$ cat config.mk
export PLATFORM = sky130hd
export DESIGN_NAME = psu_queue
export DESIGN_NICKNAME = d
export VERILOG_FILES = /design/src/hdl/psu_pkg.sv /design/src/hdl/psu_queue.sv
export SDC_FILE = /design/constraint.sdc
export NUM_CORES = 1
export LEC_CHECK = 0
export BUFFER_PORTS_ARGS = -buffer_cell sky130_fd_sc_hd__buf_4
export CORE_UTILIZATION = 45
export DETAILED_ROUTE_END_ITERATION = 8
export GPL_ROUTABILITY_DRIVEN = 0
export SLEW_MARGIN = 20
export SYNTH_ARGS = -nofsm -noshare
export SYNTH_HDL_FRONTEND = slang
export SYNTH_SLANG_ARGS = --single-unit
$ cat constraint.sdc
create_clock -name clk -period 3.9 [get_ports clk]
set_input_delay 0.39 -clock clk [delete_from_list [all_inputs] [get_ports clk]]
set_output_delay 0.39 -clock clk [all_outputs]
set_load 0.005 [all_outputs]
$ cat src/hdl/psu_pkg.sv
// Shared types, constants and the Paeth predictor for the scanline unfilter.
package psu_pkg;

  localparam int MAX_ROW_BYTES_DEF   = 16384;
  localparam int MAX_PIXEL_BYTES_DEF = 8;
  localparam int QUEUE_DEPTH         = 4;
  localparam int ROW_BYTES_W         = 15;
  localparam int PIXEL_BYTES_W       = 4;
  localparam int CFG_INDEX_W         = 2;

  localparam logic [CFG_INDEX_W-1:0] CFG_ROW_BYTES   = 2'd0;
  localparam logic [CFG_INDEX_W-1:0] CFG_PIXEL_BYTES = 2'd1;

  typedef enum logic [2:0] {
    FILT_NONE  = 3'd0,
    FILT_SUB   = 3'd1,
    FILT_UP    = 3'd2,
    FILT_AVG   = 3'd3,
    FILT_PAETH = 3'd4
  } filt_t;

  localparam logic [7:0] FILT_LAST = 8'd4;

  typedef struct packed {
    logic  err;
    filt_t filt;
    logic  first;
    logic  use_a;
    logic  row_end;
    logic  clr;
  } ctl_t;

  function automatic logic [7:0] paeth(input logic [7:0] a, input logic [7:0] b,
                                       input logic [7:0] c);
    logic signed [9:0] sa, sb, sc, p, da, db, dc;
    logic [7:0] pick;
    sa = $signed({2'b00, a});
    sb = $signed({2'b00, b});
    sc = $signed({2'b00, c});
    p  = sa + sb - sc;
    da = p - sa;
    db = p - sb;
    dc = p - sc;
    if (da < 0) da = -da;
    if (db < 0) db = -db;
    if (dc < 0) dc = -dc;
    if (da <= db && da <= dc) pick = a;
    else if (db <= dc) pick = b;
    else pick = c;
    return pick;
  endfunction

endpackage

$ cat src/hdl/psu_queue.sv
// Small register queue between the front and back ends.
module psu_queue import psu_pkg::*; #(
  parameter int W     = 8,
  parameter int DEPTH = QUEUE_DEPTH,
  localparam int PW   = (DEPTH > 1) ? $clog2(DEPTH) : 1,
  localparam int NW   = $clog2(DEPTH + 1)
) (
  input  logic         clk,
  input  logic         rst,
  input  logic         push,
  input  logic [W-1:0] push_data,
  output logic         full,
  input  logic         pop,
  output logic         valid,
  output logic [W-1:0] head
);

  logic [W-1:0]  entries [DEPTH];
  logic [PW-1:0] wp, rp;
  logic [NW-1:0] count;

  assign full  = count == NW'(DEPTH);
  assign valid = count != '0;
  assign head  = entries[rp];

  always_ff @(posedge clk) begin
    if (push) entries[wp] <= push_data;
  end

  always_ff @(posedge clk) begin
    if (rst) begin
      wp    <= '0;
      rp    <= '0;
      count <= '0;
    end else begin
      if (push) wp <= (wp == PW'(DEPTH - 1)) ? '0 : wp + PW'(1);
      if (pop)  rp <= (rp == PW'(DEPTH - 1)) ? '0 : rp + PW'(1);
      if (push && !pop) count <= count + NW'(1);
      else if (pop && !push) count <= count - NW'(1);
    end
  end

endmodule

==> results.py <==
metrics = {
    "drt": {
        "drc": 0,
        "first_iter_violations": 14,
        "post_drt_wl_per_cell_um": 14.5,
        "totalWireLength_um": 2300,
        "dr.pass1.iters": 4,
        "via_count": 775,
        "postRouteAntennaNets": 0,
        "post_drt_via_cell_ratio": 4.87,
    },
    "timing": {
        "holdWs_ns": 0.231,
        "worst_slew_pin_slew_ns": 0.513,
        "max_freq_ghz": 0.473,
        "grt_setup_unrepaired": "false",
        "period_minus_slack_ns": 2.11,
        "fin_ws_ns": 1.79,
        "setup_viol": 0,
        "finalCritPeriodShare_pct": 54.2,
        "clock_skew_ns": 0.0147,
        "maxSlewViolCount": 0,
        "tns_ns": 0,
        "timing.slew.headroom_pct": 65.7,
        "final_hold_viol_count": 0,
    },
    "yosys": {
        "synth_top_area_cell": "edfxtp_1",
        "synthAdderAreaFrac_pct": 5.95,
        "syn-num-nets": 105,
        "netlist_top_cells_count": "32 x edfxtp_1, 9 x dfxtp_1, 8 x mux4_2",
        "synth_compound_area_share_pct": 0.939,
        "synth.distinct_cells": 16,
        "syn_area_um2": 1600,
        "synth_simple_gate_area_share_pct": 4.93,
        "yosysMostFrequentCell": "edfxtp_1",
        "yosysWarnings": 0,
        "synthArstFlopShare_pct": 0,
        "synth_xor_area_share_pct": 1.10,
        "yosysTopAreaCellShare_pct": 60.1,
        "netlist_instances": 86,
        "synth_top_family_by_area": "multiplexers",
        "muxShareOfSynthArea_pct": 13.8,
        "synth_edf_count": 32,
        "dominantRegCellSynth": "edfxtp_1",
        "yosys_register_bits": 41,
        "seq_area_frac_synth_pct": 71.4,
        "synth_area_leaders": "edfxtp_1 60%, dfxtp_1 11%, mux4_2 11%",
        "syn_area_per_cell_um2": 18.6,
    },
    "cts": {
        "cts_inserted_buffers": 5,
        "numClockSinks": 41,
        "cts_max_level": 2,
        "worstSkewPairLatency_ns": 0.35,
        "clk_pin_slew_worst_paths_ns": 0.12,
        "cts_buffer_depth": 2,
        "cts_resized": 0,
        "hold_buffers": 0,
        "post-cts-setup-buffers": 0,
        "cts_tree": "yes",
        "root_buffer": "clkbuf_4",
    },
    "worst_setup_path": {
        "critPathArrivalTime_ns": 1.72,
        "crit_required_ns": 3.51,
        "r2r_slack_ns": 2.42,
        "crit_type": "flop to primary output",
        "ff2ff_path_depth": 4,
        "r2r-end": "count[2]",
        "end_kind": "primary output",
        "cp_max_fo": 8,
        "reg2reg_from": "count[0]",
        "crit_path_start_kind": "flop",
        "endpoint": "head[1]",
    },
    "floorplan": {
        "start_util_pct": 47.5,
        "die_area_um2": 3800,
        "die_w_um": 61.6,
        "fp.dieH_um": 61.6,
        "coreArea_um2": 3360,
        "num_rows": 21,
        "num_io_pins": 22,
    },
    "cells_and_area": {
        "finish.utilization_pct": 56.0,
        "nets": 131,
        "stdcell_area_um2": 1880,
        "layoutNonFillerInstCount": 159,
        "drive_above_1_share_pct": 31.9,
        "synthToLayoutAreaGrowth_pct": 17.8,
        "insertedDiodeCount": 0,
    },
    "global_route": {
        "globalRouteMet1Util_pct": 19.4,
        "grt_overflow": 0,
        "grtUsageTotal_pct": 15.3,
        "met3_usage_pct": 6.51,
        "busiest_layer": "met2",
        "grt_pass1_wl_um": 3770,
        "grt_pass1_vias": 759,
        "grt_antenna_before_repair": 0,
        "grt.met2_usage_pct": 22.7,
        "grt_max_degree": 13,
    },
    "worst_hold_path": {
        "hold_path_class": "input port to flop",
    },
    "placement": {
        "portBuffers": 21,
        "dp_cells": 151,
        "post-dp-hpwl_um": 1610,
        "place_area_um2": 1800,
        "pre_cts_ws_ns": 2.02,
    },
    "pwr": {
        "fin_total_pwr_mw": 0.897,
        "ir_drop_v": 0.000273,
        "total_leakage_power_nw": 0.699,
        "power_density_nw_per_um2": 476,
    },
    "run_status": {
        "status": "finished clean",
    },
    "flow_run": {
        "maxCapViolCount": 0,
    },
}
## layout make-up
cell class                      count  area (µm²)
Clock buffer                        7        55.1
Clock inverter                      1        30.0
Fill cell                         279        1480
Inverter                            4        15.0
Multi-Input combinational cell     39         427
Sequential cell                    41        1140
Tap cell                           46        57.6
Timing Repair Buffer               21         158
## power by group
group	switching, mW	total (mW)	internal, mW	leakage, nW
Sequential	0.0181	0.515	0.497	0.368
Combinational	0.0412	0.101	0.0602	0.285
Clock	0.128	0.281	0.153	0.0455
Total	0.187	0.897	0.710	0.699
## layout by cell type, fill, tap and decap left out
cell type	netlist	routed
a21oi_1	2	2
and2_1	4	4
buf_4	0	21
bufinv_16	0	1
clkbuf_1	0	1
clkbuf_4	0	5
clkbuf_8	0	1
dfxtp_1	9	9
edfxtp_1	32	32
fa_1	1	1
ha_1	6	6
inv_1	4	4
mux2i_1	4	4
mux4_2	8	8
nor2_1	7	7
nor3b_1	2	2
o21ai_0	1	1
or3_1	2	2
xor2_1	2	2
## cells by family (layout without fill, tap and decap cells)
family | count (synthesis) | after routing
compound gates | 3 | 3
xor+xnor | 2 | 2
fa+ha+maj | 7 | 7
buf+inv | 6 | 33
flops | 41 | 41
mux | 12 | 12
simple gates | 15 | 15
## critical path, stage by stage (launching register included)
cell	delay (ns)
dfxtp_1	0.66
mux4_2	0.58
buf_4	0.15
## per-layer routing
| layer | wire length (µm) | vias to the layer above |
|---|---|---|
| met4 | 34 | 0 |
| met5 | 0 | - |
| met1 | 1020 | 376 |
| li1 | - | 374 |
| met2 | 1110 | 21 |
| met3 | 133 | 4 |
## flip-flops by register name (all words and copies together), names as in the netlist, named ones only
register  count
wp            2
count         3
rp            2
entries      32
## worst min-delay path by stage
stage / from / end / slack, ns / depth (start not counted)
6_report: push_data[0] / entries[1][0] / 0.23 / 1
5_1_grt: push_data[0] / entries[1][0] / 0.20 / 1
4_1_cts: push_data[0] / entries[1][0] / 0.21 / 1
3_5_place_dp: count[2] / count[2] / 0.50 / 2
3_3_place_gp: count[2] / count[2] / 0.48 / 2
2_1_floorplan: count[2] / count[2] / 0.46 / 2
Power figures use the tool's default switching activity.
