===== src/hdl/psu_pkg.sv =====
// Shared types, constants and the Paeth predictor for the scanline unfilter.
package psu_pkg;

  localparam int MAX_ROW_BYTES_DEF   = 16384;
  localparam int MAX_PIXEL_BYTES_DEF = 8;
  localparam int QUEUE_DEPTH         = 4;
  localparam int ROW_BYTES_W         = 15;
  localparam int PIXEL_BYTES_W       = 4;
  localparam int CFG_INDEX_W         = 2;

  localparam logic [CFG_INDEX_W-1:0] CFG_ROW_BYTES   = 2'd0;
  localparam logic [CFG_INDEX_W-1:0] CFG_PIXEL_BYTES = 2'd1;

  typedef enum logic [2:0] {
    FILT_NONE  = 3'd0,
    FILT_SUB   = 3'd1,
    FILT_UP    = 3'd2,
    FILT_AVG   = 3'd3,
    FILT_PAETH = 3'd4
  } filt_t;

  localparam logic [7:0] FILT_LAST = 8'd4;

  typedef struct packed {
    logic  err;
    filt_t filt;
    logic  first;
    logic  use_a;
    logic  row_end;
    logic  clr;
  } ctl_t;

  function automatic logic [7:0] paeth(input logic [7:0] a, input logic [7:0] b,
                                       input logic [7:0] c);
    logic signed [9:0] sa, sb, sc, p, da, db, dc;
    logic [7:0] pick;
    sa = $signed({2'b00, a});
    sb = $signed({2'b00, b});
    sc = $signed({2'b00, c});
    p  = sa + sb - sc;
    da = p - sa;
    db = p - sb;
    dc = p - sc;
    if (da < 0) da = -da;
    if (db < 0) db = -db;
    if (dc < 0) dc = -dc;
    if (da <= db && da <= dc) pick = a;
    else if (db <= dc) pick = b;
    else pick = c;
    return pick;
  endfunction

endpackage


===== src/hdl/psu_front.sv =====
// Front end: config registers, scanline tracking and classification of input bytes.
module psu_front import psu_pkg::*; #(
  parameter int MAX_ROW_BYTES   = MAX_ROW_BYTES_DEF,
  parameter int MAX_PIXEL_BYTES = MAX_PIXEL_BYTES_DEF,
  localparam int CW   = $clog2(MAX_ROW_BYTES),
  localparam int SW   = (MAX_PIXEL_BYTES > 1) ? $clog2(MAX_PIXEL_BYTES) : 1,
  localparam int RW   = $clog2(MAX_ROW_BYTES + 1),
  localparam int CMPW = (RW > ROW_BYTES_W) ? RW : ROW_BYTES_W
) (
  input  logic                   clk,
  input  logic                   rst,
  input  logic                   cfg_valid,
  output logic                   cfg_ready,
  input  logic [CFG_INDEX_W-1:0] cfg_index,
  input  logic [ROW_BYTES_W-1:0] cfg_data,
  input  logic                   in_valid,
  output logic                   in_ready,
  input  logic [7:0]             in_byte,
  input  logic                   image_start,
  input  logic                   q_full,
  output logic                   push,
  output ctl_t                   e_ctl,
  output logic [CW-1:0]          e_col,
  output logic [SW-1:0]          e_slot,
  output logic [7:0]             e_byte
);

  logic [ROW_BYTES_W-1:0]   row_bytes;
  logic [PIXEL_BYTES_W-1:0] pixel_bytes;

  logic [CW-1:0] column, column_e, column_next;
  logic [SW-1:0] res [MAX_PIXEL_BYTES];
  logic [SW-1:0] res_e [MAX_PIXEL_BYTES];
  logic [SW-1:0] res_next [MAX_PIXEL_BYTES];
  filt_t filter_kind, filter_e, filter_next;
  logic awaiting, awaiting_e, awaiting_next;
  logic first_row, first_e, first_next;
  logic halted, halted_e, halted_next;
  logic pend_clr, pend_e, pend_next;

  logic accept;
  logic [CMPW-1:0] rb_ext, rb_eff, col_inc;
  logic [PIXEL_BYTES_W-1:0] pb_eff;
  logic [SW-1:0] pb_idx;
  logic last;

  assign cfg_ready = 1'b1;
  assign in_ready  = !q_full;
  assign accept    = in_valid && in_ready;
  assign e_byte    = in_byte;

  always_ff @(posedge clk) begin
    if (rst) begin
      row_bytes   <= ROW_BYTES_W'(1);
      pixel_bytes <= PIXEL_BYTES_W'(1);
    end else if (cfg_valid) begin
      unique case (cfg_index)
        CFG_ROW_BYTES:   row_bytes   <= cfg_data;
        CFG_PIXEL_BYTES: pixel_bytes <= cfg_data[PIXEL_BYTES_W-1:0];
        default: ;
      endcase
    end
  end

  always_comb begin
    rb_ext = CMPW'(row_bytes);
    if (rb_ext == '0) rb_eff = CMPW'(1);
    else if (rb_ext > CMPW'(MAX_ROW_BYTES)) rb_eff = CMPW'(MAX_ROW_BYTES);
    else rb_eff = rb_ext;
    if (pixel_bytes == '0) pb_eff = PIXEL_BYTES_W'(1);
    else if (pixel_bytes > PIXEL_BYTES_W'(MAX_PIXEL_BYTES))
      pb_eff = PIXEL_BYTES_W'(MAX_PIXEL_BYTES);
    else pb_eff = pixel_bytes;
    pb_idx = SW'(pb_eff - PIXEL_BYTES_W'(1));
  end

  always_comb begin
    halted_e   = image_start ? 1'b0 : halted;
    awaiting_e = image_start ? 1'b1 : awaiting;
    first_e    = image_start ? 1'b1 : first_row;
    column_e   = image_start ? '0 : column;
    filter_e   = image_start ? FILT_NONE : filter_kind;
    pend_e     = image_start | pend_clr;
    for (int i = 0; i < MAX_PIXEL_BYTES; i++) res_e[i] = image_start ? '0 : res[i];
  end

  always_comb begin
    col_inc       = CMPW'(column_e) + CMPW'(1);
    last          = col_inc >= rb_eff;
    column_next   = column_e;
    filter_next   = filter_e;
    awaiting_next = awaiting_e;
    first_next    = first_e;
    halted_next   = halted_e;
    pend_next     = pend_e;
    for (int i = 0; i < MAX_PIXEL_BYTES; i++) res_next[i] = res_e[i];
    push          = 1'b0;
    e_ctl         = '0;
    e_col         = column_e;
    e_slot        = res_e[pb_idx];
    if (!halted_e) begin
      if (awaiting_e) begin
        if (in_byte > FILT_LAST) begin
          halted_next = 1'b1;
          push        = accept;
          e_ctl.err   = 1'b1;
        end else begin
          filter_next   = filt_t'(in_byte[2:0]);
          awaiting_next = 1'b0;
          column_next   = '0;
          for (int i = 0; i < MAX_PIXEL_BYTES; i++) res_next[i] = '0;
        end
      end else begin
        push          = accept;
        e_ctl.filt    = filter_e;
        e_ctl.first   = first_e;
        e_ctl.use_a   = CMPW'(column_e) >= CMPW'(pb_eff);
        e_ctl.row_end = last;
        e_ctl.clr     = pend_e;
        pend_next     = 1'b0;
        if (last) begin
          column_next   = '0;
          awaiting_next = 1'b1;
          first_next    = 1'b0;
          for (int i = 0; i < MAX_PIXEL_BYTES; i++) res_next[i] = '0;
        end else begin
          column_next = col_inc[CW-1:0];
          for (int i = 0; i < MAX_PIXEL_BYTES; i++)
            res_next[i] = (res_e[i] == SW'(i)) ? '0 : res_e[i] + SW'(1);
        end
      end
    end
  end

  always_ff @(posedge clk) begin
    if (rst) begin
      column      <= '0;
      filter_kind <= FILT_NONE;
      awaiting    <= 1'b1;
      first_row   <= 1'b1;
      halted      <= 1'b1;
      pend_clr    <= 1'b0;
      for (int i = 0; i < MAX_PIXEL_BYTES; i++) res[i] <= '0;
    end else if (accept) begin
      column      <= column_next;
      filter_kind <= filter_next;
      awaiting    <= awaiting_next;
      first_row   <= first_next;
      halted      <= halted_next;
      pend_clr    <= pend_next;
      for (int i = 0; i < MAX_PIXEL_BYTES; i++) res[i] <= res_next[i];
    end
  end

endmodule


===== config.mk =====
export PLATFORM = sky130hd
export DESIGN_NAME = psu_front
export DESIGN_NICKNAME = d
export VERILOG_FILES = /design/src/hdl/psu_pkg.sv /design/src/hdl/psu_front.sv
export SDC_FILE = /design/constraint.sdc
export NUM_CORES = 1
export LEC_CHECK = 0
export ABC_AREA = 1
export ABC_CLOCK_PERIOD_IN_PS = 4050
export BUFFER_PORTS_ARGS = -buffer_cell sky130_fd_sc_hd__buf_2
export CORE_AREA = 2 2 151 94
export CTS_CLUSTER_SIZE = 25
export DETAILED_ROUTE_END_ITERATION = 6
export DIE_AREA = 0 0 153 96
export GPL_TIMING_DRIVEN = 0
export PLACE_DENSITY_LB_ADDON = 0.08
export RECOVER_POWER = 25
export SETUP_SLACK_MARGIN = 0.02
export SLEW_MARGIN = 25
export SYNTH_ARGS = -nofsm -noshare
export SYNTH_HDL_FRONTEND = slang
export SYNTH_SLANG_ARGS = --single-unit

===== constraint.sdc =====
create_clock -name clk -period 4.05 [get_ports clk]
set_input_delay 0 -clock clk [delete_from_list [all_inputs] [get_ports clk]]
set_output_delay 0 -clock clk [all_outputs]
set_load 0.05 [all_outputs]

==> flow_summary.html <==
<table>
<tr><th>Metric</th><th>Value</th></tr>
<tr><th colspan="2">Layout</th></tr>
<tr><td>Post-Layout Cell Count</td><td>957</td></tr>
<tr><td>Storage element area</td><td>1520 um^2</td></tr>
<tr><td>Share of post-route cells with drive strength above 1</td><td>0.146</td></tr>
<tr><td>Commonest non-fill, non-tap cell in the layout</td><td>sky130_fd_sc_hd__nand2_1</td></tr>
<tr><td>Area of the multi-input gates</td><td>2520 um^2</td></tr>
<tr><td># nets final</td><td>836</td></tr>
<tr><td>Number of inserted diodes</td><td>0</td></tr>
<tr><td>Filler instances</td><td>1433</td></tr>
<tr><td>Commonest cells after routing, fill and taps aside</td><td>sky130_fd_sc_hd__nand2_1 (178), sky130_fd_sc_hd__inv_1 (97), sky130_fd_sc_hd__nor2_1 (78), sky130_fd_sc_hd__buf_2 (62), sky130_fd_sc_hd__o21ai_0 (52)</td></tr>
<tr><td>Syn-to-layout area delta</td><td>22.0%</td></tr>
<tr><th colspan="2">Synthesis</th></tr>
<tr><td>Post-synth top area cell</td><td>sky130_fd_sc_hd__dfxtp_1</td></tr>
<tr><td>Number of synthesis warnings</td><td>0</td></tr>
<tr><td>Count of unique library cells instantiated by Yosys</td><td>42</td></tr>
<tr><td>Sequential element share of the synthesized area</td><td>0.333</td></tr>
<tr><td>Number of nets in the synthesized netlist</td><td>742</td></tr>
<tr><td>Register bit count reported by yosys</td><td>64</td></tr>
<tr><td>Share of async-settable or async-resettable flops after synthesis</td><td>0</td></tr>
<tr><td>Top-area cell type share of the netlist area</td><td>0.175</td></tr>
<tr><td>Number of enable flip-flop cells after synthesis</td><td>24</td></tr>
<tr><td>Most common flop cell mapped by yosys</td><td>sky130_fd_sc_hd__dfxtp_1</td></tr>
<tr><td>Ranking of synthesized cells by area</td><td>sky130_fd_sc_hd__dfxtp_1 (18%), sky130_fd_sc_hd__edfxtp_1 (16%), sky130_fd_sc_hd__nand2_1 (15%), sky130_fd_sc_hd__inv_1 (7.9%), sky130_fd_sc_hd__ha_1 (7.7%)</td></tr>
<tr><td>Mean Syn Cell Area</td><td>6.70 um^2</td></tr>
<tr><td>Synth Cell Area</td><td>4570 um^2</td></tr>
<tr><td>Gate Count Post-Synth</td><td>683</td></tr>
<tr><th colspan="2">Routing</th></tr>
<tr><td>DRC violation count after routing</td><td>0</td></tr>
<tr><td>Vias/cell</td><td>5.00</td></tr>
<tr><td>Via count</td><td>4786</td></tr>
<tr><td>DR WL/cell</td><td>15.6 um</td></tr>
<tr><td>Antenna-violating nets left</td><td>0</td></tr>
<tr><td>Iteration count of the initial detailed-routing pass</td><td>4</td></tr>
<tr><td>Wire length reported by the detailed router</td><td>14900 um</td></tr>
<tr><td>Initial DRC count</td><td>348</td></tr>
<tr><th colspan="2">Floorplanning</th></tr>
<tr><td>Core region area</td><td>13300 um^2</td></tr>
<tr><td>Width of the die</td><td>153 um</td></tr>
<tr><td>Number of standard-cell rows in the floorplan</td><td>33</td></tr>
<tr><td>Initial standard-cell utilization of the core</td><td>0.343</td></tr>
<tr><td>Die Area</td><td>14700 um^2</td></tr>
<tr><td>Top-level I/O count</td><td>67</td></tr>
<tr><td>Die height</td><td>96 um</td></tr>
<tr><th colspan="2">Global routing</th></tr>
<tr><td>Maximum number of pins on one net before global-route repair</td><td>30</td></tr>
<tr><td>First-pass GRT wire length</td><td>23500 um</td></tr>
<tr><td>Number of global-route vias before repair</td><td>4292</td></tr>
<tr><td>Final global-route overflow total</td><td>0</td></tr>
<tr><td>Antenna violations before repair</td><td>0</td></tr>
<tr><td>Total routing resource utilization after global routing</td><td>0.207</td></tr>
<tr><th colspan="2">Timing</th></tr>
<tr><td>Number of setup violations in the final report</td><td>0</td></tr>
<tr><td>Setup Skew</td><td>0.00675 ns</td></tr>
<tr><td>RSZ-0062 raised after global routing</td><td>no</td></tr>
<tr><td>Portion of the clock cycle consumed by the worst path in the final layout</td><td>0.899</td></tr>
<tr><td>Number of pins with negative max-slew slack in the final report</td><td>0</td></tr>
<tr><td>Slew at the pin closest to its max-slew limit</td><td>1.19 ns</td></tr>
<tr><td>Max Clk Rate</td><td>275 MHz</td></tr>
<tr><td>Worst-case headroom to the max-slew limit</td><td>0.205</td></tr>
<tr><td>Minimum clock period</td><td>3.64 ns</td></tr>
<tr><td>Hold Violations, Final</td><td>0</td></tr>
<tr><td>Sum of negative setup slack</td><td>0 ns</td></tr>
<tr><th colspan="2">Place</th></tr>
<tr><td>Detailed placement HPWL</td><td>11300 um</td></tr>
<tr><td>Count of buffers inserted at the top-level ports</td><td>65</td></tr>
<tr><td>Routability cong.</td><td>0.871</td></tr>
<tr><td>Number of cells in the design after placement</td><td>923</td></tr>
<tr><th colspan="2">Clock tree</th></tr>
<tr><td>Maximum buffer depth of the clock tree</td><td>2</td></tr>
<tr><td>CTS Root Cell</td><td>sky130_fd_sc_hd__clkbuf_16</td></tr>
<tr><td>Register clock-pin slew on the reported worst setup and hold paths</td><td>0.06 ns</td></tr>
<tr><td>Clock buffer count from CTS</td><td>9</td></tr>
<tr><td>H-tree level count</td><td>3</td></tr>
<tr><td>TritonCTS clock tree</td><td>done</td></tr>
<tr><td>Number of clock sinks seen by CTS</td><td>64</td></tr>
<tr><td>Setup fix buffers added after clock tree synthesis</td><td>0</td></tr>
<tr><td>Worst-Skew Late Latency</td><td>0.34 ns</td></tr>
<tr><th colspan="2">Critical path</th></tr>
<tr><td>Critical-path cell list</td><td>inv_1 &gt; nor2_1 &gt; ha_1 &gt; nand3_2 &gt; nor2_2 &gt; nand2_1 &gt; inv_1 &gt; nand2_1 &gt; xor2_1 &gt; inv_1 &gt; ha_1 &gt; nand2_1 &gt; nand2_1 &gt; a21oi_1 &gt; nand3_1 &gt; nor2_2 &gt; nand2_2 &gt; inv_2 &gt; nand3_1 &gt; o21ai_0</td></tr>
<tr><td>Number of buffers and inverters on the critical path</td><td>4</td></tr>
<tr><td>Critical Path Start Type</td><td>register</td></tr>
<tr><td>Max FO, Critical Path</td><td>10</td></tr>
<tr><td>WP data required</td><td>4.23 ns</td></tr>
<tr><td>Crit-path most repeated cell</td><td>sky130_fd_sc_hd__nand2_1</td></tr>
<tr><td>Critical path arrival</td><td>3.82 ns</td></tr>
<tr><td>Largest delay share family, worst path</td><td>simple AND/OR/NAND/NOR gates</td></tr>
<tr><td>Critical Path Max Stage Delay</td><td>0.32 ns</td></tr>
<tr><td>CP max-delay cell</td><td>sky130_fd_sc_hd__dfxtp_1</td></tr>
<tr><td>WS Path Type</td><td>register to register</td></tr>
<tr><td>Endpoint kind of the worst setup timing path</td><td>register</td></tr>
<tr><th colspan="2">Power</th></tr>
<tr><td>Total power per unit cell area</td><td>325 nW/um^2</td></tr>
<tr><td>Leakage power</td><td>2.74 nW</td></tr>
<tr><td>Peak ir drop on the vdd network</td><td>0.181 mV</td></tr>
<tr><th colspan="2">Outcome</th></tr>
<tr><td>Result of the run</td><td>finished, final reports clean</td></tr>
<tr><th colspan="2">Hold path</th></tr>
<tr><td>Class of the most critical hold timing path</td><td>primary input to register</td></tr>
<tr><th colspan="2">Run</th></tr>
<tr><td>Max-cap viol count</td><td>0</td></tr>
</table>
## power by group
group	internal [mW]	leakage, nW	total [mW]	switching, mW
clock network	0.451	0.140	0.769	0.318
registers	0.694	0.581	0.709	0.0147
logic	0.103	2.02	0.339	0.236
## metal layers
| metal | vias to the layer above | GRT usage | share of wire |
|---|---|---|---|
| li1 | 2400 | - | - |
| met1 | 2208 | 0.324 | 0.54 |
| met2 | 168 | 0.289 | 0.38 |
| met3 | 10 | 0.0405 | 0.070 |
| met4 | 0 | 0.0424 | 0.0074 |
| met5 | - | 0 | 0 |
## area by class of cell
type                            instances  share of cell area
Timing Repair Buffer                   83              0.0883
Clock buffer                           10              0.0448
Tap cell                              175              0.0392
Buffer                                 25              0.0258
Inverter                              104              0.0699
Multi-Input combinational cell        490               0.452
Sequential cell                        64               0.273
Clock inverter                          6             0.00762
## synth_stat cells, types with 4 or more instances
library cell and number:
sky130_fd_sc_hd__nand2_1 178, sky130_fd_sc_hd__inv_1 96, sky130_fd_sc_hd__nor2_1 79, sky130_fd_sc_hd__o21ai_0 52, sky130_fd_sc_hd__nand3_1 42, sky130_fd_sc_hd__dfxtp_1 40, sky130_fd_sc_hd__a21oi_1 34, sky130_fd_sc_hd__ha_1 28
sky130_fd_sc_hd__edfxtp_1 24, sky130_fd_sc_hd__nand4_1 10, sky130_fd_sc_hd__o22ai_1 10, sky130_fd_sc_hd__buf_4 9, sky130_fd_sc_hd__clkbuf_1 8, sky130_fd_sc_hd__buf_2 7, sky130_fd_sc_hd__inv_2 7, sky130_fd_sc_hd__xor2_1 7
sky130_fd_sc_hd__nor2_2 6, sky130_fd_sc_hd__a31oi_1 5, sky130_fd_sc_hd__nor3_1 5, sky130_fd_sc_hd__o21ai_1 4
## worst min-delay path: cells and delay by family
| family | cells | cell delay, ns |
|---|---|---|
| and+or+nand+nor | 3 | 0.21 |
| buffers and inverters | 1 | 0.09 |
## final timing paths
check                        end            from  slack (ns)  cells after the start
setup reg to reg       res[0][4]       column[0]        0.41                     20
setup / recovery       res[0][4]       column[0]        0.41                     20
hold reg to reg   filter_kind[2]  filter_kind[2]        0.45                      2
hold / removal    pixel_bytes[0]    cfg_index[1]       0.007                      4
## registers in the layout (all words and copies together), names as in the netlist
register / count
halted: 1
first_row: 1
filter_kind: 3
pixel_bytes: 4
column: 14
rb_ext: 15
awaiting: 1
res: 24
pend_clr: 1
## cell families after synthesis
group | count (synthesis) | synth area share
and+or+nand+nor | 337 | 0.318
xor gates and xnor gates | 10 | 0.0208
DFF | 64 | 0.333
other | 1 | 0.000820
adders and majority gates | 28 | 0.0766
AOI/OAI and AO/OA | 114 | 0.134
buffers and inverters | 129 | 0.117
## stage by stage
stage                util  instance area (um^2)  total power [mW]  hold slack [ns]  setup WS [ns]
global placement    0.384                  5120              1.04            0.221         0.0577
global route        0.419                  5580              1.89           0.0421         0.0861
finish              0.419                  5580              1.82          0.00667          0.411
detailed placement  0.384                  5120              1.04            0.227         0.0601
CTS                 0.419                  5590              1.82          0.00143          0.251
floorplan               -                  4570             0.943            0.118          0.505
## what timing repair did
| item | CTS | global route |
|---|---|---|
| resized for setup | 0 | 1 |
| endpoints found under the setup margin | 0 | 5 |
| hold buffers | 18 | 0 |
| endpoints found under the hold margin | 22 | 0 |
No activity file was read; power rests on OpenSTA's default activity.
